<file path="src/rtl/m2bl_pkg.sv">
// ----------------------------------------------------------------------------
// m2bl_pkg: shared types and constants of the 2-D bilinear lookup unit
// Map dimensions, operation and region codes, the write and read port
// structs of the storage block and the request of the interpolation unit.
// ----------------------------------------------------------------------------
package m2bl_pkg;

	localparam int MAX_X_POINTS = 16;
	localparam int MAX_Y_POINTS = 16;

	localparam int XW   = (MAX_X_POINTS > 1) ? $clog2(MAX_X_POINTS) : 1;
	localparam int YW   = (MAX_Y_POINTS > 1) ? $clog2(MAX_Y_POINTS) : 1;
	localparam int NXW  = $clog2(MAX_X_POINTS + 1);
	localparam int NYW  = $clog2(MAX_Y_POINTS + 1);
	localparam int NCELLS = MAX_X_POINTS * MAX_Y_POINTS;
	localparam int CAW  = (NCELLS > 1) ? $clog2(NCELLS) : 1;
	localparam int SCAN_N = (MAX_X_POINTS > MAX_Y_POINTS) ? MAX_X_POINTS : MAX_Y_POINTS;
	localparam int SCW  = $clog2(SCAN_N + 1);

	localparam int IDXW  = 4;
	localparam int VALW  = 16;
	localparam int CELLW = 10;
	localparam int PTSW  = 5;
	localparam int REGW  = 3;
	localparam int PRODW = 2 * VALW;
	localparam int ACCW  = PRODW + CELLW + 2;

	localparam logic [CELLW-1:0] DUTY_MAX = 10'd1000;

	typedef enum logic [1:0] {
		OP_WR_X    = 2'd0,
		OP_WR_Y    = 2'd1,
		OP_WR_CELL = 2'd2,
		OP_EVAL    = 2'd3
	} op_t;

	typedef enum logic [REGW-1:0] {
		REG_CORNER = 3'd0,
		REG_ROW    = 3'd1,
		REG_COL    = 3'd2,
		REG_INT    = 3'd3,
		REG_NONE   = 3'd4
	} region_t;

	typedef enum logic {
		CFG_X_POINTS = 1'b0,
		CFG_Y_POINTS = 1'b1
	} cfg_idx_t;

	typedef enum logic [3:0] {
		S_IDLE,
		S_RD0,
		S_RD1,
		S_CLASS,
		S_SCAN,
		S_SETF,
		S_FETCH,
		S_START,
		S_MATH,
		S_RES
	} ctrl_state_t;

	typedef enum logic [1:0] {
		I_IDLE,
		I_MUL,
		I_DIV,
		I_DONE
	} interp_state_t;

	typedef struct packed {
		logic                   x_we;
		logic                   y_we;
		logic                   c_we;
		logic [XW-1:0]          xa;
		logic [YW-1:0]          ya;
		logic [CAW-1:0]         ca;
		logic signed [VALW-1:0] bval;
		logic [CELLW-1:0]       cval;
	} store_wr_t;

	typedef struct packed {
		logic [XW-1:0]  xa;
		logic [YW-1:0]  ya;
		logic [CAW-1:0] ca;
	} store_rd_t;

	typedef struct packed {
		logic             lin;
		logic             neg;
		logic [VALW-1:0]  dxl;
		logic [VALW-1:0]  dxh;
		logic [VALW-1:0]  sx;
		logic [VALW-1:0]  dyl;
		logic [VALW-1:0]  dyh;
		logic [VALW-1:0]  sy;
		logic [CELLW-1:0] q0;
		logic [CELLW-1:0] q1;
		logic [CELLW-1:0] q2;
		logic [CELLW-1:0] q3;
		logic [CELLW-1:0] base;
	} interp_req_t;

	function automatic logic [CAW-1:0] cell_addr(input logic [XW-1:0] x,
		input logic [YW-1:0] y);
		return CAW'(int'(x) * MAX_Y_POINTS + int'(y));
	endfunction

endpackage

</file>
<file path="src/rtl/m2bl_interp.sv">
// ----------------------------------------------------------------------------
// m2bl_interp: interpolation arithmetic
// Accumulates four weighted products with one shared multiplier pair, then
// divides by the cell area with a restoring divider, one quotient bit a cycle.
// ----------------------------------------------------------------------------
module m2bl_interp import m2bl_pkg::*; (
	input  logic             clk,
	input  logic             arst_n,
	input  logic             start,
	input  interp_req_t      req,
	output logic             done,
	output logic [CELLW-1:0] result
);

	localparam logic [3:0] MUL_LAST = 4'd9;
	localparam logic [3:0] DEN_STEP = 4'd8;
	localparam logic [3:0] DIV_LAST = 4'(CELLW - 1);

	interp_state_t st_q, st_d;
	interp_req_t   req_q;
	logic [3:0]         step_q;
	logic [PRODW-1:0]   prod_q;
	logic [ACCW-1:0]    acc_q;
	logic [ACCW-1:0]    den_q;
	logic [CELLW-1:0]   quo_q;

	logic [VALW-1:0]        a_sel, b_sel;
	logic [CELLW-1:0]       q_sel;
	logic [PRODW-1:0]       mul_ab;
	logic [PRODW+CELLW-1:0] term;
	logic                   zero_span;
	logic signed [CELLW+1:0] lin_v;

	assign zero_span = (req_q.sx == '0) || (req_q.sy == '0);

	// Term order: q0 (hi,hi), q1 (lo,hi), q2 (hi,lo), q3 (lo,lo); then the area.
	always_comb begin
		a_sel = req_q.sx;
		b_sel = req_q.sy;
		q_sel = req_q.q0;
		if (step_q < DEN_STEP) begin
			a_sel = step_q[1] ? req_q.dxl : req_q.dxh;
			b_sel = step_q[2] ? req_q.dyl : req_q.dyh;
			case (step_q[2:1])
				2'd0:    q_sel = req_q.q0;
				2'd1:    q_sel = req_q.q1;
				2'd2:    q_sel = req_q.q2;
				default: q_sel = req_q.q3;
			endcase
		end
	end

	assign mul_ab = a_sel * b_sel;
	assign term   = prod_q * q_sel;

	always_comb begin
		st_d = st_q;
		done = 1'b0;
		case (st_q)
			I_IDLE: begin
				if (start) begin
					st_d = ((req.sx == '0) || (req.sy == '0)) ? I_DONE : I_MUL;
				end
			end
			I_MUL: begin
				if (step_q == MUL_LAST) begin
					st_d = I_DIV;
				end
			end
			I_DIV: begin
				if (step_q == DIV_LAST) begin
					st_d = I_DONE;
				end
			end
			I_DONE: begin
				done = 1'b1;
				st_d = I_IDLE;
			end
			default: st_d = I_IDLE;
		endcase
	end

	always_ff @(posedge clk or negedge arst_n) begin
		if (!arst_n) begin
			st_q <= I_IDLE;
		end else begin
			st_q <= st_d;
		end
	end

	always_ff @(posedge clk) begin
		case (st_q)
			I_IDLE: begin
				req_q  <= req;
				acc_q  <= '0;
				quo_q  <= '0;
				step_q <= '0;
			end
			I_MUL: begin
				step_q <= (step_q == MUL_LAST) ? 4'd0 : step_q + 4'd1;
				if (step_q == MUL_LAST) begin
					den_q <= ACCW'(prod_q) << (CELLW - 1);
				end else if (step_q[0] == 1'b0) begin
					prod_q <= mul_ab;
				end else begin
					acc_q <= acc_q + ACCW'(term);
				end
			end
			I_DIV: begin
				step_q <= step_q + 4'd1;
				if (acc_q >= den_q) begin
					acc_q <= acc_q - den_q;
					quo_q <= {quo_q[CELLW-2:0], 1'b1};
				end else begin
					quo_q <= {quo_q[CELLW-2:0], 1'b0};
				end
				den_q <= den_q >> 1;
			end
			default: begin
				step_q <= '0;
			end
		endcase
	end

	always_comb begin
		lin_v = req_q.neg ? $signed({2'b00, req_q.base}) - $signed({2'b00, quo_q})
		                  : $signed({2'b00, req_q.base}) + $signed({2'b00, quo_q});
		if (zero_span) begin
			result = req_q.base;
		end else if (req_q.lin) begin
			if (lin_v < 0) begin
				result = '0;
			end else if (lin_v > $signed({2'b00, DUTY_MAX})) begin
				result = DUTY_MAX;
			end else begin
				result = lin_v[CELLW-1:0];
			end
		end else begin
			result = (quo_q > DUTY_MAX) ? DUTY_MAX : quo_q;
		end
	end

endmodule

</file>
<file path="config.mk">
export PLATFORM = sky130hd
export DESIGN_NAME = m2bl_interp
export DESIGN_NICKNAME = d
export VERILOG_FILES = /design/src/rtl/m2bl_pkg.sv /design/src/rtl/m2bl_interp.sv
export SDC_FILE = /design/constraint.sdc
export NUM_CORES = 2
export LEC_CHECK = 0
export BUFFER_PORTS_ARGS = -buffer_cell sky130_fd_sc_hd__buf_2
export CAP_MARGIN = 20
export CORE_UTILIZATION = 40
export CTS_CLUSTER_SIZE = 25
export DETAILED_ROUTE_END_ITERATION = 16
export GPL_ROUTABILITY_DRIVEN = 0
export PLACE_DENSITY_LB_ADDON = 0.1
export SLEW_MARGIN = 20
export SYNTH_ARGS = -nofsm -noshare
export SYNTH_HDL_FRONTEND = slang
export SYNTH_SLANG_ARGS = --single-unit
</file>
<file path="constraint.sdc">
create_clock -name clk -period 9.8 [get_ports clk]
set_input_delay 1.96 -clock clk [delete_from_list [all_inputs] [get_ports clk]]
set_output_delay 1.96 -clock clk [all_outputs]
set_load 0.01 [all_outputs]
</file>
==> results.tsv <==
stage	metric	value	unit
cells_and_area	nets@finish	4427	
cts	CTS H-tree depth	2	
route	Total Wirelength	93000	µm
critical_path	Crit. End Element	flip-flop	
critical_path	CP arrival	8.81	ns
sta	final setup TNS	0	ns
cts	# resized after CTS	0	
cts	clock buffer depth	3	
critical_path	reg2reg start	step_q[2]$_DFF_P_	
cts	clock latency on the worst-skew pair	0.59	ns
synth	post-synthesis area per instance	9.75	µm²
synth	Synth Flop Type	edfxtp_1	
die	initial core utilization	40.6	%
sta	setup violators final	0	
synth	sequential element share of the synthesized area	25.0	%
route	wire length per cell	20.0	µm
sta	maximum clock rate	118	MHz
cells_and_area	commonest non-fill, non-tap cell in the layout	inv_1	
synth	Cells after Synth	3439	
grt	GRT overflow	0	
critical_path	critical path launch point	step_q[2]$_DFF_P_	
cts	TritonCTS sink count	281	
sta	Least-Margin Pin Slew	1.11	ns
sta	Slew headroom	26.0	%
die	# IOs	162	
sta	Hold Fails Final Rpt	0	
synth	Cell Area, Synth	33500	µm²
cts	CTS clock-pin slew for the worst setup and hold paths	0.06	ns
route	DRC	0	
synth	Post-synth ARST share	0.712	%
grt	first-pass GRT wire length	147000	µm
grt	largest net degree at the start of global routing	64	
cells_and_area	area grow syn2layout	9.75	%
route	via count	24100	
cells_and_area	Ant. Diodes	0	
run_status	status	finished, final reports clean	
placed_design	HPWL after DPL	73700	µm
cells_and_area	most frequent cells in the layout	inv_1, nand2_1, fa_1	
route	number of vias per cell	5.19	
hold_path	Hold Path Cell Cnt	1	
sta	clock skew	0.0293	ns
synth	Net Count, Synth	4319	
sta	Tcrit/Tclk final	86.7	%
cts	post-CTS setup repair buffer count	0	
cts	TritonCTS clock tree	done	
synth	#FFs+latches synth	281	
cells_and_area	fraction of layout instances using a drive strength above 1	9.70	%
critical_path	register-to-register setup slack	1.30	ns
grt	Global Route Usage Sum	22.4	%
die	Rows	105	
die	die height	291	µm
grt	antenna violations before repair	3	
route	1st-iter DRT viols	1127	
critical_path	Crit Path Category	flip-flop to flip-flop	
sta	RSZ-0062 raised after global routing	no	
sta	Final Critical Period	8.50	ns
cts	hold_buf cts	0	
hold_path	Hold Crit Class	flip-flop to flip-flop	
critical_path	WP data required	10.11	ns
die	Core Box Area	82500	µm²
sta	Final Slew Violations	0	
cells_and_area	fillcell total	8111	
die	die area	85000	µm²
cells_and_area	Util after Layout	44.6	%
grt	vias in the first global route	25800	
synth	synth warn	0	
cts	Root Driver	clkbuf_16	
flow_run	number of max-cap violations	0	
critical_path	Max FO, Critical Path	17	
cts	Num CTS Buffers	38	
critical_path	CP endpoint	acc_q[43]$_DFFE_PP_	
critical_path	critical path startpoint category	flip-flop	
synth	Cell variety after synth	87	
cells_and_area	final instance area	36800	µm²
critical_path	Crit Reg-Reg Endpoint	acc_q[43]$_DFFE_PP_	
die	die width	291	µm
route	antenna viol nets, final	0	
synth	Post-synth EDFFs	275	
route	drt pass-1 iters	5	
placed_design	placed inst area	35600	µm²
placed_design	Port Buffers	161	
critical_path	R2R cell count	25	
## metrics by stage
step / hold WS [ns] / worst slack, ns / std cells
5_1_grt: 0.586 / 0.908 / 4646
6_report: 0.553 / 1.30 / 4646
4_1_cts: 0.556 / 1.33 / 4646
2_1_floorplan: 0.456 / 1.22 / 3439
3_5_place_dp: 0.541 / 1.34 / 4577
3_3_place_gp: 0.533 / 1.43 / 4577
## critical path, stage by stage, from the launching register on
cell,delay [ns]
dfxtp_2,0.59
nor2b_1,0.65
a21oi_1,0.18
o21ai_2,0.84
buf_4,0.44
nand2_1,0.12
fa_1,0.53
inv_1,0.05
fa_1,0.49
fa_1,0.52
fa_1,0.49
inv_1,0.05
fa_1,0.47
inv_1,0.04
ha_1,0.38
a211o_1,0.29
a21oi_1,0.19
o211ai_1,0.14
o211ai_1,0.13
o211ai_2,0.19
a31oi_1,0.50
o31a_1,0.30
o21ai_2,0.11
mux2i_1,0.14
a2111oi_2,0.28
nor2_1,0.08
## area by class of cell
class / count / area (µm²) / share of cell area [%]
sequential: 281 / 8390 / 22.8
timing repair buffer: 206 / 1140 / 3.11
tap: 1070 / 1340 / 3.64
clock buffer: 45 / 977 / 2.66
clock inverter: 24 / 241 / 0.656
multi-input combinational: 2387 / 22300 / 60.7
inverter: 633 / 2380 / 6.46
## worst min path at each step
stage	end	startpoint	slack [ns]
floorplan	step_q[0]$_DFF_P_	step_q[0]$_DFF_P_	0.46
global placement	step_q[0]$_DFF_P_	step_q[0]$_DFF_P_	0.53
detailed placement	step_q[0]$_DFF_P_	step_q[0]$_DFF_P_	0.54
CTS	step_q[0]$_DFF_P_	step_q[0]$_DFF_P_	0.56
global route	den_q[7]$_SDFFCE_PN0P_	den_q[8]$_SDFFCE_PN0P_	0.59
finish	step_q[0]$_DFF_P_	step_q[0]$_DFF_P_	0.55
## cells in the mapped netlist, drive strengths merged (13+ instances only)
master | number | share of area, %
nand2 | 478 | 5.4
xnor2 | 61 | 1.6
o21ai | 114 | 1.7
nor4 | 22 | 0.41
o211ai | 14 | 0.33
and3 | 22 | 0.41
a22oi | 22 | 0.51
fa | 477 | 28
and2 | 159 | 3.0
ha | 252 | 9.4
o21a | 29 | 0.65
nor2b | 52 | 0.97
o21bai | 19 | 0.43
o22ai | 23 | 0.43
edfxtp | 275 | 25
nor3 | 17 | 0.29
a21oi | 148 | 2.3
a31oi | 13 | 0.24
a21o | 45 | 1.0
buf | 19 | 0.25
mux2 | 38 | 1.3
inv | 633 | 7.1
nor2 | 155 | 1.7
mux2i | 45 | 1.3
nand4 | 15 | 0.28
xor2 | 45 | 1.2
nand3 | 31 | 0.46
clkbuf | 116 | 1.3
## routing by layer
metal | vias to the layer above | track usage (%) | share of wire (%)
met3 | 154 | 2.60 | 4.0
li1 | 11300 | - | -
met4 | 0 | 6.42 | 2.8
met2 | 562 | 39.7 | 50
met5 | - | 0 | 0
met1 | 12100 | 28.7 | 44
## state kept, by name (all words and copies together) (netlist names)
| name | cells |
|---|---|
| step_q | 4 |
| req_q | 148 |
| quo_q | 10 |
| acc_q | 44 |
| prod_q | 32 |
| st_q | 2 |
| den_q | 41 |
## kinds of logic (layout without fill, tap and decap cells)
group	count (synthesis)	count (layout)	share of synthesized area, %
fa+ha+maj	729	729	37.9
flops	281	281	25.0
xor+xnor	106	106	2.77
mux	83	83	2.62
compound gates	494	494	9.54
simple gates	975	975	13.4
buf+inv	771	908	8.72
Power is left out: the tool's default activity adds up to more than one toggle a clock period on the data nets, which glitch-free logic cannot reach.
