## config.mk

```make
export PLATFORM = sky130hd
export DESIGN_NAME = m2bl_ctrl
export DESIGN_NICKNAME = d
export VERILOG_FILES = /design/src/rtl/m2bl_pkg.sv /design/src/rtl/m2bl_ctrl.sv
export SDC_FILE = /design/constraint.sdc
export NUM_CORES = 1
export LEC_CHECK = 0
export BUFFER_PORTS_ARGS = -buffer_cell sky130_fd_sc_hd__buf_2
export CAP_MARGIN = 20
export CELL_PAD_IN_SITES_DETAIL_PLACEMENT = 1
export CELL_PAD_IN_SITES_GLOBAL_PLACEMENT = 1
export CORE_UTILIZATION = 40
export DETAILED_ROUTE_END_ITERATION = 10
export HOLD_SLACK_MARGIN = 0.03
export MAX_ROUTING_LAYER = met4
export PLACE_DENSITY = 0.77
export SLEW_MARGIN = 20
export SYNTH_ARGS = -nofsm -noshare
export SYNTH_HDL_FRONTEND = slang
export SYNTH_SLANG_ARGS = --single-unit
```

## constraint.sdc

```tcl
create_clock -name clk -period 6.45 [get_ports clk]
set_input_delay 0.3225 -clock clk [delete_from_list [all_inputs] [get_ports clk]]
set_output_delay 0.3225 -clock clk [all_outputs]
set_load 0.005 [all_outputs]
```

## src/rtl/m2bl_pkg.sv

```systemverilog
// ----------------------------------------------------------------------------
// m2bl_pkg: shared types and constants of the 2-D bilinear lookup unit
// Map dimensions, operation and region codes, the write and read port
// structs of the storage block and the request of the interpolation unit.
// ----------------------------------------------------------------------------
package m2bl_pkg;

	localparam int MAX_X_POINTS = 16;
	localparam int MAX_Y_POINTS = 16;

	localparam int XW   = (MAX_X_POINTS > 1) ? $clog2(MAX_X_POINTS) : 1;
	localparam int YW   = (MAX_Y_POINTS > 1) ? $clog2(MAX_Y_POINTS) : 1;
	localparam int NXW  = $clog2(MAX_X_POINTS + 1);
	localparam int NYW  = $clog2(MAX_Y_POINTS + 1);
	localparam int NCELLS = MAX_X_POINTS * MAX_Y_POINTS;
	localparam int CAW  = (NCELLS > 1) ? $clog2(NCELLS) : 1;
	localparam int SCAN_N = (MAX_X_POINTS > MAX_Y_POINTS) ? MAX_X_POINTS : MAX_Y_POINTS;
	localparam int SCW  = $clog2(SCAN_N + 1);

	localparam int IDXW  = 4;
	localparam int VALW  = 16;
	localparam int CELLW = 10;
	localparam int PTSW  = 5;
	localparam int REGW  = 3;
	localparam int PRODW = 2 * VALW;
	localparam int ACCW  = PRODW + CELLW + 2;

	localparam logic [CELLW-1:0] DUTY_MAX = 10'd1000;

	typedef enum logic [1:0] {
		OP_WR_X    = 2'd0,
		OP_WR_Y    = 2'd1,
		OP_WR_CELL = 2'd2,
		OP_EVAL    = 2'd3
	} op_t;

	typedef enum logic [REGW-1:0] {
		REG_CORNER = 3'd0,
		REG_ROW    = 3'd1,
		REG_COL    = 3'd2,
		REG_INT    = 3'd3,
		REG_NONE   = 3'd4
	} region_t;

	typedef enum logic {
		CFG_X_POINTS = 1'b0,
		CFG_Y_POINTS = 1'b1
	} cfg_idx_t;

	typedef enum logic [3:0] {
		S_IDLE,
		S_RD0,
		S_RD1,
		S_CLASS,
		S_SCAN,
		S_SETF,
		S_FETCH,
		S_START,
		S_MATH,
		S_RES
	} ctrl_state_t;

	typedef enum logic [1:0] {
		I_IDLE,
		I_MUL,
		I_DIV,
		I_DONE
	} interp_state_t;

	typedef struct packed {
		logic                   x_we;
		logic                   y_we;
		logic                   c_we;
		logic [XW-1:0]          xa;
		logic [YW-1:0]          ya;
		logic [CAW-1:0]         ca;
		logic signed [VALW-1:0] bval;
		logic [CELLW-1:0]       cval;
	} store_wr_t;

	typedef struct packed {
		logic [XW-1:0]  xa;
		logic [YW-1:0]  ya;
		logic [CAW-1:0] ca;
	} store_rd_t;

	typedef struct packed {
		logic             lin;
		logic             neg;
		logic [VALW-1:0]  dxl;
		logic [VALW-1:0]  dxh;
		logic [VALW-1:0]  sx;
		logic [VALW-1:0]  dyl;
		logic [VALW-1:0]  dyh;
		logic [VALW-1:0]  sy;
		logic [CELLW-1:0] q0;
		logic [CELLW-1:0] q1;
		logic [CELLW-1:0] q2;
		logic [CELLW-1:0] q3;
		logic [CELLW-1:0] base;
	} interp_req_t;

	function automatic logic [CAW-1:0] cell_addr(input logic [XW-1:0] x,
		input logic [YW-1:0] y);
		return CAW'(int'(x) * MAX_Y_POINTS + int'(y));
	endfunction

endpackage

```

## src/rtl/m2bl_ctrl.sv

```systemverilog
// ----------------------------------------------------------------------------
// m2bl_ctrl: lookup sequencer
// Performs writes, reads the axis ends, classifies the command point, scans
// both breakpoint lists for the bracketing segments unless the point is at a
// corner, fetches the cells and hands any interpolation to the arithmetic unit.
// ----------------------------------------------------------------------------
module m2bl_ctrl import m2bl_pkg::*; (
	input  logic                   clk,
	input  logic                   arst_n,
	input  logic                   in_valid,
	output logic                   in_ready,
	input  logic [1:0]             op,
	input  logic [IDXW-1:0]        index_x,
	input  logic [IDXW-1:0]        index_y,
	input  logic signed [VALW-1:0] write_value,
	input  logic signed [VALW-1:0] cmd_x,
	input  logic signed [VALW-1:0] cmd_y,
	input  logic [NXW-1:0]         nx,
	input  logic [NYW-1:0]         ny,
	output store_wr_t              wr,
	output store_rd_t              rd,
	input  logic signed [VALW-1:0] x_rdata,
	input  logic signed [VALW-1:0] y_rdata,
	input  logic [CELLW-1:0]       c_rdata,
	output logic                   istart,
	output interp_req_t            ireq,
	input  logic                   idone,
	input  logic [CELLW-1:0]       iresult,
	output logic                   res_valid,
	input  logic                   res_ready,
	output logic [CELLW-1:0]       res_duty,
	output region_t                res_region
);

	function automatic logic [VALW-1:0] udiff(input logic signed [VALW-1:0] a,
		input logic signed [VALW-1:0] b);
		logic signed [VALW:0] d;
		d = {a[VALW-1], a} - {b[VALW-1], b};
		return d[VALW-1:0];
	endfunction

	ctrl_state_t st_q, st_d;

	logic signed [VALW-1:0] cx_q, cy_q, xf_q, yf_q;
	logic signed [VALW-1:0] xprev_q, yprev_q, x0_q, x1_q, y0_q, y1_q;
	region_t            mode_q;
	logic [XW-1:0]      edge_x_q, xk_q, xa0_q, xa1_q;
	logic [YW-1:0]      edge_y_q, yk_q, ya0_q, ya1_q;
	logic               xfound_q, yfound_q;
	logic [SCW-1:0]     k_q, scan_j_s1, jm1;
	logic               scan_v_s1;
	logic [2:0]         f_q;
	logic               f_v_s1;
	logic [1:0]         f_j_s1;
	logic [CELLW-1:0]   q_q [4];
	logic [CELLW-1:0]   res_duty_q;
	region_t            res_region_q;

	logic               accept;
	op_t                op_c;
	logic [NXW-1:0]     nxm1;
	logic [NYW-1:0]     nym1;
	logic [XW-1:0]      xlast;
	logic [YW-1:0]      ylast;
	logic               lo_x, hi_x, lo_y, hi_y, single_y;
	logic               scan_issue, scan_end, fetch_issue, fetch_end;
	logic               jx_ok, jy_ok, found;
	logic signed [VALW-1:0] cval_s;

	assign accept   = in_valid && in_ready;
	assign op_c     = op_t'(op);
	assign nxm1     = nx - NXW'(1);
	assign nym1     = ny - NYW'(1);
	assign xlast    = nxm1[XW-1:0];
	assign ylast    = nym1[YW-1:0];
	assign single_y = (ny == NYW'(1));

	assign lo_x = cx_q <= xf_q;
	assign hi_x = cx_q >= x_rdata;
	assign lo_y = cy_q <= yf_q;
	assign hi_y = cy_q >= y_rdata;

	assign scan_issue  = (st_q == S_SCAN) && (k_q < SCW'(SCAN_N));
	assign scan_end    = scan_v_s1 && (scan_j_s1 == SCW'(SCAN_N - 1));
	assign fetch_issue = (st_q == S_FETCH) && (f_q < 3'd4);
	assign fetch_end   = f_v_s1 && (f_j_s1 == 2'd3);
	assign jm1         = scan_j_s1 - SCW'(1);
	assign jx_ok = (scan_j_s1 != '0) && (8'(scan_j_s1) < 8'(nx));
	assign jy_ok = (scan_j_s1 != '0) && (8'(scan_j_s1) < 8'(ny));

	always_comb begin
		case (mode_q)
			REG_CORNER: found = 1'b1;
			REG_ROW:    found = xfound_q;
			REG_COL:    found = yfound_q;
			REG_INT:    found = xfound_q && yfound_q;
			default:    found = 1'b0;
		endcase
	end

	// Write port: cell values saturate to the duty range.
	always_comb begin
		cval_s = write_value;
		if (write_value < 0) begin
			cval_s = '0;
		end else if (write_value > $signed({6'd0, DUTY_MAX})) begin
			cval_s = $signed({6'd0, DUTY_MAX});
		end
		wr.x_we = accept && (op_c == OP_WR_X) && (int'(index_x) < MAX_X_POINTS);
		wr.y_we = accept && (op_c == OP_WR_Y) && (int'(index_y) < MAX_Y_POINTS);
		wr.c_we = accept && (op_c == OP_WR_CELL) && (int'(index_x) < MAX_X_POINTS)
		          && (int'(index_y) < MAX_Y_POINTS);
		wr.xa   = XW'(index_x);
		wr.ya   = YW'(index_y);
		wr.ca   = cell_addr(XW'(index_x), YW'(index_y));
		wr.bval = write_value;
		wr.cval = cval_s[CELLW-1:0];
	end

	// Read addresses by state.
	always_comb begin
		rd.xa = '0;
		rd.ya = '0;
		rd.ca = cell_addr(xa0_q, ya0_q);
		case (st_q)
			S_RD1: begin
				rd.xa = xlast;
				rd.ya = ylast;
			end
			S_SCAN: begin
				rd.xa = k_q[XW-1:0];
				rd.ya = k_q[YW-1:0];
			end
			S_FETCH: begin
				case (f_q[1:0])
					2'd0:    rd.ca = cell_addr(xa0_q, ya0_q);
					2'd1:    rd.ca = cell_addr(xa1_q, ya0_q);
					2'd2:    rd.ca = cell_addr(xa0_q, ya1_q);
					default: rd.ca = cell_addr(xa1_q, ya1_q);
				endcase
			end
			default: rd.xa = '0;
		endcase
	end

	// Interpolation request. A linear case is posed as one weighted term over
	// a unit-height cell, with the sign of the slope kept apart so that the
	// quotient truncates toward zero.
	always_comb begin
		logic signed [VALW-1:0] p, p0, p1;
		logic [CELLW-1:0] q1s, mag;
		p   = (mode_q == REG_ROW) ? cx_q : cy_q;
		p0  = (mode_q == REG_ROW) ? x0_q : y0_q;
		p1  = (mode_q == REG_ROW) ? x1_q : y1_q;
		q1s = (mode_q == REG_ROW) ? q_q[1] : q_q[2];
		mag = (q1s < q_q[0]) ? q_q[0] - q1s : q1s - q_q[0];
		ireq.base = q_q[0];
		if (mode_q == REG_INT) begin
			ireq.lin = 1'b0;
			ireq.neg = 1'b0;
			ireq.dxl = udiff(cx_q, x0_q);
			ireq.dxh = udiff(x1_q, cx_q);
			ireq.sx  = udiff(x1_q, x0_q);
			ireq.dyl = udiff(cy_q, y0_q);
			ireq.dyh = udiff(y1_q, cy_q);
			ireq.sy  = udiff(y1_q, y0_q);
			ireq.q0  = q_q[0];
			ireq.q1  = q_q[1];
			ireq.q2  = q_q[2];
			ireq.q3  = q_q[3];
		end else begin
			ireq.lin = 1'b1;
			ireq.neg = q1s < q_q[0];
			ireq.dxl = udiff(p, p0);
			ireq.dxh = '0;
			ireq.sx  = udiff(p1, p0);
			ireq.dyl = '0;
			ireq.dyh = VALW'(1);
			ireq.sy  = VALW'(1);
			ireq.q0  = '0;
			ireq.q1  = mag;
			ireq.q2  = '0;
			ireq.q3  = '0;
		end
	end

	always_comb begin
		st_d      = st_q;
		in_ready  = 1'b0;
		istart    = 1'b0;
		res_valid = 1'b0;
		case (st_q)
			S_IDLE: begin
				in_ready = 1'b1;
				if (accept && (op_c == OP_EVAL)) begin
					st_d = S_RD0;
				end
			end
			S_RD0:   st_d = S_RD1;
			S_RD1:   st_d = S_CLASS;
			S_CLASS: st_d = ((lo_x || hi_x) && (lo_y || hi_y)) ? S_SETF : S_SCAN;
			S_SCAN: begin
				if (scan_end) begin
					st_d = S_SETF;
				end
			end
			S_SETF:  st_d = found ? S_FETCH : S_RES;
			S_FETCH: begin
				if (fetch_end) begin
					st_d = (mode_q == REG_CORNER) ? S_RES : S_START;
				end
			end
			S_START: begin
				istart = 1'b1;
				st_d   = S_MATH;
			end
			S_MATH: begin
				if (idone) begin
					st_d = S_RES;
				end
			end
			S_RES: begin
				res_valid = 1'b1;
				if (res_ready) begin
					st_d = S_IDLE;
				end
			end
			default: st_d = S_IDLE;
		endcase
	end

	always_ff @(posedge clk or negedge arst_n) begin
		if (!arst_n) begin
			st_q      <= S_IDLE;
			scan_v_s1 <= 1'b0;
			f_v_s1    <= 1'b0;
		end else begin
			st_q      <= st_d;
			scan_v_s1 <= scan_issue;
			f_v_s1    <= fetch_issue;
		end
	end

	always_ff @(posedge clk) begin
		scan_j_s1 <= k_q;
		f_j_s1    <= f_q[1:0];
		if (scan_issue) begin
			k_q <= k_q + SCW'(1);
		end
		if (fetch_issue) begin
			f_q <= f_q + 3'd1;
		end
		if (f_v_s1) begin
			q_q[f_j_s1] <= c_rdata;
		end
		case (st_q)
			S_IDLE: begin
				cx_q <= cmd_x;
				cy_q <= cmd_y;
			end
			S_RD1: begin
				xf_q <= x_rdata;
				yf_q <= y_rdata;
			end
			S_CLASS: begin
				k_q      <= '0;
				xfound_q <= 1'b0;
				yfound_q <= 1'b0;
				// Corner priority: low-low, high-low, low-high, high-high.
				if ((lo_x || hi_x) && (lo_y || hi_y)) begin
					mode_q   <= REG_CORNER;
					edge_x_q <= (lo_x && !(hi_x && !lo_y)) ? '0 : xlast;
					edge_y_q <= (lo_y && !(lo_x && hi_y && !lo_y)) ? '0 : ylast;
					if (lo_x && lo_y) begin
						edge_x_q <= '0;
						edge_y_q <= '0;
					end else if (hi_x && lo_y) begin
						edge_x_q <= xlast;
						edge_y_q <= '0;
					end else if (lo_x && hi_y) begin
						edge_x_q <= '0;
						edge_y_q <= ylast;
					end else begin
						edge_x_q <= xlast;
						edge_y_q <= ylast;
					end
				end else if (lo_y || hi_y || single_y) begin
					mode_q   <= REG_ROW;
					edge_y_q <= (lo_y || single_y) ? '0 : ylast;
				end else if (lo_x || hi_x) begin
					mode_q   <= REG_COL;
					edge_x_q <= lo_x ? '0 : xlast;
				end else begin
					mode_q <= REG_INT;
				end
			end
			S_SCAN: begin
				if (scan_v_s1) begin
					xprev_q <= x_rdata;
					yprev_q <= y_rdata;
					// A later bracketing segment overrides an earlier one.
					if (jx_ok && (cx_q >= xprev_q) && (cx_q <= x_rdata)) begin
						xfound_q <= 1'b1;
						xk_q     <= jm1[XW-1:0];
						x0_q     <= xprev_q;
						x1_q     <= x_rdata;
					end
					if (jy_ok && (cy_q >= yprev_q) && (cy_q <= y_rdata)) begin
						yfound_q <= 1'b1;
						yk_q     <= jm1[YW-1:0];
						y0_q     <= yprev_q;
						y1_q     <= y_rdata;
					end
				end
			end
			S_SETF: begin
				f_q   <= '0;
				xa0_q <= edge_x_q;
				xa1_q <= edge_x_q;
				ya0_q <= edge_y_q;
				ya1_q <= edge_y_q;
				if ((mode_q == REG_ROW) || (mode_q == REG_INT)) begin
					xa0_q <= xk_q;
					xa1_q <= xk_q + XW'(1);
				end
				if ((mode_q == REG_COL) || (mode_q == REG_INT)) begin
					ya0_q <= yk_q;
					ya1_q <= yk_q + YW'(1);
				end
				if (!found) begin
					res_duty_q   <= '0;
					res_region_q <= REG_NONE;
				end
			end
			S_FETCH: begin
				if (fetch_end) begin
					res_duty_q   <= q_q[0];
					res_region_q <= mode_q;
				end
			end
			S_MATH: begin
				if (idone) begin
					res_duty_q   <= iresult;
					res_region_q <= mode_q;
				end
			end
			default: begin
				k_q <= k_q;
			end
		endcase
	end

	assign res_duty   = res_duty_q;
	assign res_region = res_region_q;

endmodule

```

==> results.md, run 1 <==
Status:
- The flow ran to the end, and the final reports show no timing, DRC or antenna violations.

Timing:
- On the final layout, the worst clock skew is 0.0172 ns.
- The slew at the pin closest to its max-slew limit is 1.05 ns.
- The final setup violation count is 0.
- In the final timing run, aggregate negative setup slack is 0 ns.
- Timing would allow up to 170 MHz.
- Setup repair after global routing left no endpoint under its margin.
- The hold violation total from the final report was 0.
- The post-route minimum period is between 5 and 6 ns.
- The relative slew slack is between 30% and 40%.
- The total count of max-transition violations in the final report came to 0.
- The final worst-path cycle share is 91.1%.

GRT:
- The overall global routing resource usage is a little over a quarter.
- The initial antenna violation count is 3.
- The total overflow left after global routing is 0.
- Entering global routing, the biggest net connects 68 pins.
- The number of global-route vias before repair is 18000.
- The first-pass GRT wire length is approximately 100 mm.

Drt:
- In this run the remaining antenna-violating nets after routing total 0.
- The total length of routed met2 wires is 34.2 mm.
- The detailed-routing wirelength on met1 is 30.4 mm.
- After the first detailed-routing iteration, the DRC count stood at slightly above 1000.
- The first detailed-routing pass took 5 iterations.
- In the routed design, unresolved DRC markers number 0.
- The total length of routed wires is 69.0 mm.
- In the routed layout, each cell is associated on average with a via count of around 5.5.
- The detailed-route via count is around 17000.
- After detailed routing, the average wire length per cell comes to around 22 um.
- The highest metal layer with signal wires is met4.
- The routed design uses 2.63 mm of met3 wire.

Placed design:
- The final estimated routing congestion in global placement is just over 0.9.
- Port buffering added 325 buffers.
- Detailed placement ended at an HPWL of ~54 mm.

Power:
- Dividing total power by cell area gives a power density of 358 mW/mm^2.
- Summed over all cells, the static leakage comes to 11.1 nW.
- The internal power contribution is roughly 0.0050 W.
- The register share of total power is 29.7%.
- The fraction of power consumed by combinational cells is 48.7%.
- The sum of internal, switching and leakage power is 0.00861 W.
- The maximum ir drop on the vdd rail is 0.183 mV.
- The proportion of power drawn by the clock network is between 20% and 30%.
- The analysis attributes to net switching a power of around 0.0036 W.
- In this run switching power makes up 42.0% of total power.

Yosys:
- The number of warnings issued by yosys is 0.
- In this run the mean area of a mapped cell was 9.62 um^2.
- The number of nets handed over by synthesis was 2477.
- The unique cell type count in the Yosys netlist is 73.
- The synthesized design contains 254 enable-type register cells.
- The sequential cell area fraction in the yosys report is 39.8%.
- The cell area after technology mapping is roughly 0.020 mm^2.
- Counting flops with an async set or reset pin after synthesis yields a share of under 10%.
- In the synthesized netlist the dominant register cell turns out to be edfxtp_1.
- Synthesis produced a netlist whose cell count is ~2100.
- The synthesis-stage register bit count is 270.

Critical path:
- The data arrival time at the worst-slack endpoint is 5.56 ns.
- In this design, the critical path's most frequently occurring cell is buf_4.
- Along the worst path, the maximum fanout reaches between 60 and 70.
- The critical path goes through buf_4 > inv_1 > nor2_4 > buf_4 > nor2_1 > a21oi_1 > ha_1 > o21a_1 > o31a_1 > o41a_1 > a2111oi_0 > nor3_1 > a31oi_1 > xnor2_1 > mux2i_1 > buf_2.
- The critical path start-end classification is flop to primary output.
- The worst setup path is launched from a flop.
- The required time reported for the critical path endpoint is between 6 and 7 ns.
- STA classifies the critical path endpoint as a primary output.
- The slowest cell on the critical path is buf_4.
- The highest cell delay on the worst timing path is ~0.61 ns.

Cells and area:
- The total area of sequential cells is 0.00798 mm^2.
- The most common library cell in the layout ignoring fill and taps is buf_2.
- Counting the fill cells in the layout gives 5734.
- The area used by multi-input combinational logic is 0.0108 mm^2.
- Leaving out fill and tap cells, the most frequent cells in the layout are buf_2 (325), ha_1 (256), edfxtp_1 (254), inv_1 (240), nor2_1 (202).
- The proportion of layout cells with a drive suffix above 1 is 17.1%.
- In the final design database the tool counted between 2000 and 3000 nets.
- Relative to the synthesized area, the layout overhead comes to 19.8%.

Floorplan:
- The floorplan die area is about 0.051 mm^2.
- The area inside the core boundary is about 0.05 mm^2.
- For this configuration, the core starts out at a cell density of between 40% and 50%.
- The number of top-level pins is 350.
- The die extent in x is 226 um.
- The die is 226 um tall.
- After floorplanning, the core was divided into 81 placement rows.

Clocking:
- The CTS H-tree depth is 2.
- The tree is rooted in a clkbuf_16.
- TritonCTS built the clock tree.
- The number of buffers on the longest clock path is 3.
- The sink count of the clock tree is 270.
- After clock tree synthesis, the clock-pin slew on the worst setup and hold paths is approximately 0.060 ns.
- The post-cts gate resize count is 0.
- The number of buffers created by CTS is 35.
- The clock latency of the later-clocked register in the worst-skew pair is 0.55 ns.

Hold path:
- In this run the worst hold path is classified as input pin to flop.

Job:
- The tool flagged a number of max-cap violations equal to 0.
critical path, delay by kind of cell (launching register included):
kind,cells,cell delay [ns]
AO/OA/AOI/OAI,6,1.78
XOR/XNOR,1,0.10
adder cells (fa/ha/maj),1,0.31
buffers and inverters,4,1.37
flip-flops,1,0.33
multiplexers,1,0.18
AND/OR/NAND/NOR,3,0.89
state kept, by name (all words and copies together), names as in the netlist, 5 cells and up:
signal     cells
cx_q          16
cy_q          16
k_q            5
q_q           40
res_duty      10
scan_j_s1      5
x0_q          16
x1_q          16
xf_q          16
xprev_q       16
y0_q          16
y1_q          16
yf_q          16
yprev_q       16
power groups by stage:
stage	combinational (W)	clock [W]	sequential [W]
CTS	0.00417	0.00190	0.00256
detailed placement	0.00409	0	0.00259
finish	0.00419	0.00186	0.00256
global placement	0.00390	0	0.00258
global route	0.00461	0.00195	0.00258
floorplan	0.00264	0	0.00244
what timing repair did:
item                                   CTS  global route
endpoints found under the hold margin  168             0
setup buffers                            0             0
hold buffers                            73             0
cells by family (layout without fill, tap and decap cells):
family                     Yosys count  count (layout)  synth area share (%)
xor gates and xnor gates           111             111                  4.85
DFF                                270             270                  39.8
and+or+nand+nor                    605             605                  14.3
muxes                               38              38                  2.00
buffers and inverters              323             716                  6.73
adders and majority gates          266             266                  17.0
other                                0               3                     0
AOI/OAI and AO/OA                  473             473                  15.4
Yosys cell counts (6+ instances only):
master      n  area [um^2]
ha_1      256         3200
edfxtp_1  254         7630
inv_1     242          908
nor2_1    204          766
nand2_1   138          518
a21oi_1   135          676
o21ai_0   103          515
xnor2_1    68          596
nor3_1     54          270
a21o_1     45          338
and3_1     44          275
xor2_1     43          377
clkbuf_1   42          158
buf_4      32          240
nand3_1    32          160
mux2i_1    28          280
nand4_1    27          169
a211oi_1   25          188
o21a_1     25          188
a22o_1     21          184
nor2b_1    21          131
nand2b_1   19          119
o21bai_1   15          113
or2_2      14         87.6
or3_1      13         81.3
a31oi_1    11         68.8
and2_1     10         62.6
dfxtp_1    10          200
fa_1       10          200
o211ai_1    9         67.6
o31ai_1     9         67.6
o41ai_1     9         78.8
a21boi_0    7         52.6
mux2_2      7         78.8
nor4_1      7         43.8
o31a_1      7         61.3
dfrtp_1     6          150
final cells by class:
cell class                      count  area share [%]
Antenna cell                        3          0.0312
Clock inverter                     12           0.474
Tap cell                          664            3.46
Multi-Input combinational cell   1493            44.8
Sequential cell                   270            33.2
Timing Repair Buffer              413            10.3
Clock buffer                       49            3.95
Inverter                          242            3.79
routing by layer:
layer | GRT usage, % | vias up
li1 | - | 8211
met1 | 34.3 | 8603
met2 | 45.9 | 444
met3 | 2.67 | 105
met4 | 8.03 | 0
met5 | - | -
stage by stage:
stage | cell area, um^2 | cells | hold WS (ns) | util, % | setup WS [ns]
after floorplan | 20100 | 2086 | 0.0269 | - | 1.35
after global placement | 22200 | 3009 | 0.178 | 45.1 | 1.39
after detailed placement | 22200 | 3009 | 0.171 | 45.1 | 1.22
after CTS | 24000 | 3143 | 0.0333 | 48.8 | 0.623
after global routing | 24000 | 3146 | 0.0514 | 48.8 | 0.253
final | 24000 | 3146 | 0.0628 | 48.8 | 0.571
worst paths after layout:
kind | endpoint | from | cells past startpoint | slack [ns]
setup / recovery | ireq[113] | mode_q[0] | 16 | 0.57
hold / removal | res_duty[7] | iresult[7] | 2 | 0.06
setup reg to reg | x0_q[2] | cx_q[3] | 8 | 2.59
hold reg to reg | f_j_s1[1] | f_q[1] | 0 | 0.43
max in group asynchronous | st_q[3] | arst_n | 2 | 6.13
min in group asynchronous | f_v_s1 | arst_n | 2 | 0.15
Power figures use the tool's default switching activity.
==> run 2: changes to the inputs <==
- REMOVE_ABC_BUFFERS: not set -> 1
==> run 2 against run 1 <==
Net effect:
- register-to-register slack worse by 0.14 ns
- first-iteration DRC count is 10% lower
- core utilization is essentially flat
- highest routed layer unchanged
==> results.md, run 2 (synthesis gave the netlist of run 1 again) <==
GRT:
- The first-pass GRT wire length is 105 mm (was 102 mm).
- The overall overflow remaining after global route is 0 (unchanged).
- The overall global routing resource usage came to 27.8% (was 27.2%).
- The initial antenna violation count is 2 (was 3).
- The maximum number of pins on one net before global-route repair came to 73 (was 68).
- The number of global-route vias before repair is 18300 (was 18000).

Power:
- The cell leakage power is 11.1 nW (about the same).
- The sum of internal, switching and leakage power is 0.00867 W (was 0.00861 W).
- The maximum ir drop on the vdd rail was 0.207 mV (was 0.183 mV).
- The total power density per cell area was 360 mW/mm^2 (was 358 mW/mm^2).

Timing:
- The total count of max-transition violations in the final report is 0 (unchanged).
- The post-route minimum period is 5.67 ns (was 5.88 ns).
- The slew at the pin closest to its max-slew limit is 1.23 ns (was 1.05 ns).
- Unrepaired setup endpoints after global routing: no (unchanged).
- The final total negative setup slack came to 0 ns (unchanged).
- The final clock skew is 0.0414 ns (was 0.0172 ns).
- The hold violation total from the final report is 0 (unchanged).
- The relative slew slack is 18.3% (was 30.2%).
- The final worst-path cycle share came to 88.0% (was 91.1%).
- The final setup violation count came to 0 (unchanged).
- The peak clock frequency supported by timing was 176 MHz (was 170 MHz).

Drt:
- The number of iterations in the first detailed-routing pass is 5 (unchanged).
- The number of antenna-violating nets in the routed design is 0 (unchanged).
- The detailed-route DRC error count is 0 (unchanged).
- The detailed-route via count was 17500 (was 17400).
- The wire length per cell is 22.2 um (was 21.9 um).
- The count of routing violations after the opening detailed-route iteration was 921 (was 1027).
- The average vias per placed instance is 5.58 (was 5.52).
- The total length of routed wires came to 69.7 mm (was 69.0 mm).

Critical path:
- The number of cells on the worst reg-to-reg path is 10 (was 8).
- The reg-to-reg critical path endpoint is yfound_q (was x0_q[2]).
- The timing startpoint of the critical path is mode_q[1] (was mode_q[0]).
- The data arrival time at the worst-slack endpoint is 5.35 ns (was 5.56 ns).
- The required time reported for the critical path endpoint came to 6.13 ns (about the same).
- The critical path endpoint was ireq[112] (was ireq[113]).
- The critical path start-end classification is flop to primary output (unchanged).
- The startpoint kind of the worst setup timing path is a flop (unchanged).
- The startpoint of the worst register-to-register path is cy_q[5] (was cx_q[3]).
- The maximum net fanout on the critical path is 36 (was 67).
- The sort of element at the end of the critical path is a primary output (unchanged).
- The minimum setup slack among reg-to-reg paths came to 2.45 ns (was 2.59 ns).

Cells and area:
- The utilization of the core after routing is 48.8% (about the same).
- The most common library cell in the layout ignoring fill and taps is buf_2 (unchanged).
- The area added between synthesis and finish is 19.9% (was 19.8%).
- The design area is 0.0241 mm^2 (was 0.0240 mm^2).
- The total area of sequential cells is 0.00798 mm^2 (unchanged).
- The largest register by flop count is q_q (unchanged).
- The proportion of layout cells with a drive suffix above 1 is 17.3% (was 17.1%).
- The number of filler instances in the final layout is 5764 (was 5734).
- The final-stage net count is 2846 (unchanged).
- The area used by multi-input combinational logic was 0.0108 mm^2 (about the same).
- The number of flip-flops in the largest register is 40 (unchanged).
- The number of non-filler instances in the completed layout came to 3144 (was 3146).
- Most frequent cells in the layout: buf_2 (325), ha_1 (256), edfxtp_1 (254), inv_1 (241), nor2_1 (202) (was buf_2 (325), ha_1 (256), edfxtp_1 (254), inv_1 (240), nor2_1 (202)).

Floorplan:
- The effective utilization at floorplan is 40.7% (unchanged).
- The die extent in x is 226 um (unchanged).
- The number of top-level pins is 350 (unchanged).
- The vertical die dimension is 226 um (unchanged).
- The area inside the core boundary was 0.0493 mm^2 (unchanged).
- The number of rows created at floorplan is 81 (unchanged).
- The floorplan die area was 0.0511 mm^2 (unchanged).

Job:
- The number of max-capacitance violations reported is 0 (unchanged).

Clocking:
- The number of buffers on the longest clock path came to 3 (unchanged).
- The CTS H-tree depth was 2 (unchanged).
- The clock latency of the later-clocked register in the worst-skew pair was 0.58 ns (was 0.55 ns).
- The CTS tree is yes (unchanged).
- The clock slew seen by the registers of the worst setup and hold paths came to 0.06 ns (about the same).
- The number of buffers created by CTS is 35 (unchanged).
- The sink count of the clock tree is 270 (unchanged).
- The buffer type at the clock tree root is clkbuf_16 (unchanged).

Placed design:
- The final estimated routing congestion in global placement came to 0.910 (was 0.914).
- The number of placed instances, taps included was 3011 (was 3009).
- The HPWL reported at the end of detailed placement is 53.8 mm (about the same).
- The number of buffer cells added on primary ports is 325 (unchanged).
- The placed instance area is 0.0223 mm^2 (was 0.0222 mm^2).

Hold path:
- The number of instances on the worst hold path was 1 (was 2).
- The classification of the worst-slack hold path is input pin to flop (unchanged).

Status:
- Status: completed (unchanged).
-- run 2: changes by cell type in the layout (fill, tap and decap cells not counted), sizes merged --
cell | before | now
buf | 340 | 342
clkbuf | 49 | 46
clkinv | 8 | 11
clkinvlp | 0 | 1
diode | 3 | 2
dlygate4sd3 | 73 | 71
inv | 245 | 243
-- run 2: how the worst min path moves through the flow --
| stage | to | slack [ns] | from |
|---|---|---|---|
| floorplan | f_v_s1 | 0.03 | arst_n |
| global placement | f_v_s1 | 0.18 | arst_n |
| detailed placement | f_v_s1 | 0.18 | arst_n |
| CTS | res_duty[7] | 0.03 | iresult[7] |
| global route | x1_q[14] | 0.03 | x_rdata[14] |
| finish | x1_q[14] | 0.04 | x_rdata[14] |
-- run 2: power by group --
group | switching (W) | internal (W) | leakage (nW)
Clock | 0.000822 | 0.00109 | 0.529
Sequential | 0.000317 | 0.00224 | 2.48
Combinational | 0.00253 | 0.00167 | 8.08
Total | 0.00366 | 0.00500 | 11.1
-- run 2: routing by layer --
metal | vias up | global-route usage (%) | wire, um
met3 | 123 | 3.40 | 3890
met2 | 575 | 46.5 | 33600
met4 | 0 | 10.6 | 2510
li1 | 8197 | - | -
met5 | - | - | 0
met1 | 8634 | 34.2 | 29700
-- run 2: through the flow --
stage	setup WS [ns]	hold slack, ns
after floorplan	-0.468	0.0269
after global routing	0.434	0.0347
after global placement	1.65	0.179
after detailed placement	1.50	0.183
final	0.775	0.0443
after CTS	0.864	0.0302
-- run 2: what timing repair did --
item	CTS	global route
resized for setup	0	0
endpoints found under the hold margin	153	3
hold buffers	70	1
buffers inserted	0	0
-- run 2: final cells by class --
class	count	share of cell area, %
inverter	242	3.79
antenna	2	0.0208
multi-input combinational	1493	44.8
clock buffer	46	3.98
sequential	270	33.2
clock inverter	14	0.546
tap	664	3.45
timing repair buffer	413	10.3
-- run 2: critical path, stage by stage, from the launching register on --
cell and delay (ns):
edfxtp_1 0.33, buf_4 0.36, inv_1 0.25, nand2_1 0.65, nand2_1 0.13, nand2_1 0.13, ha_1 0.19, inv_1 0.06
fa_1 0.41, a21o_1 0.18, a21oi_1 0.24, nor2b_1 0.11, o41a_1 0.39, a41o_1 0.31, o41ai_1 0.54, xor2_1 0.25
mux2i_1 0.10, buf_2 0.13
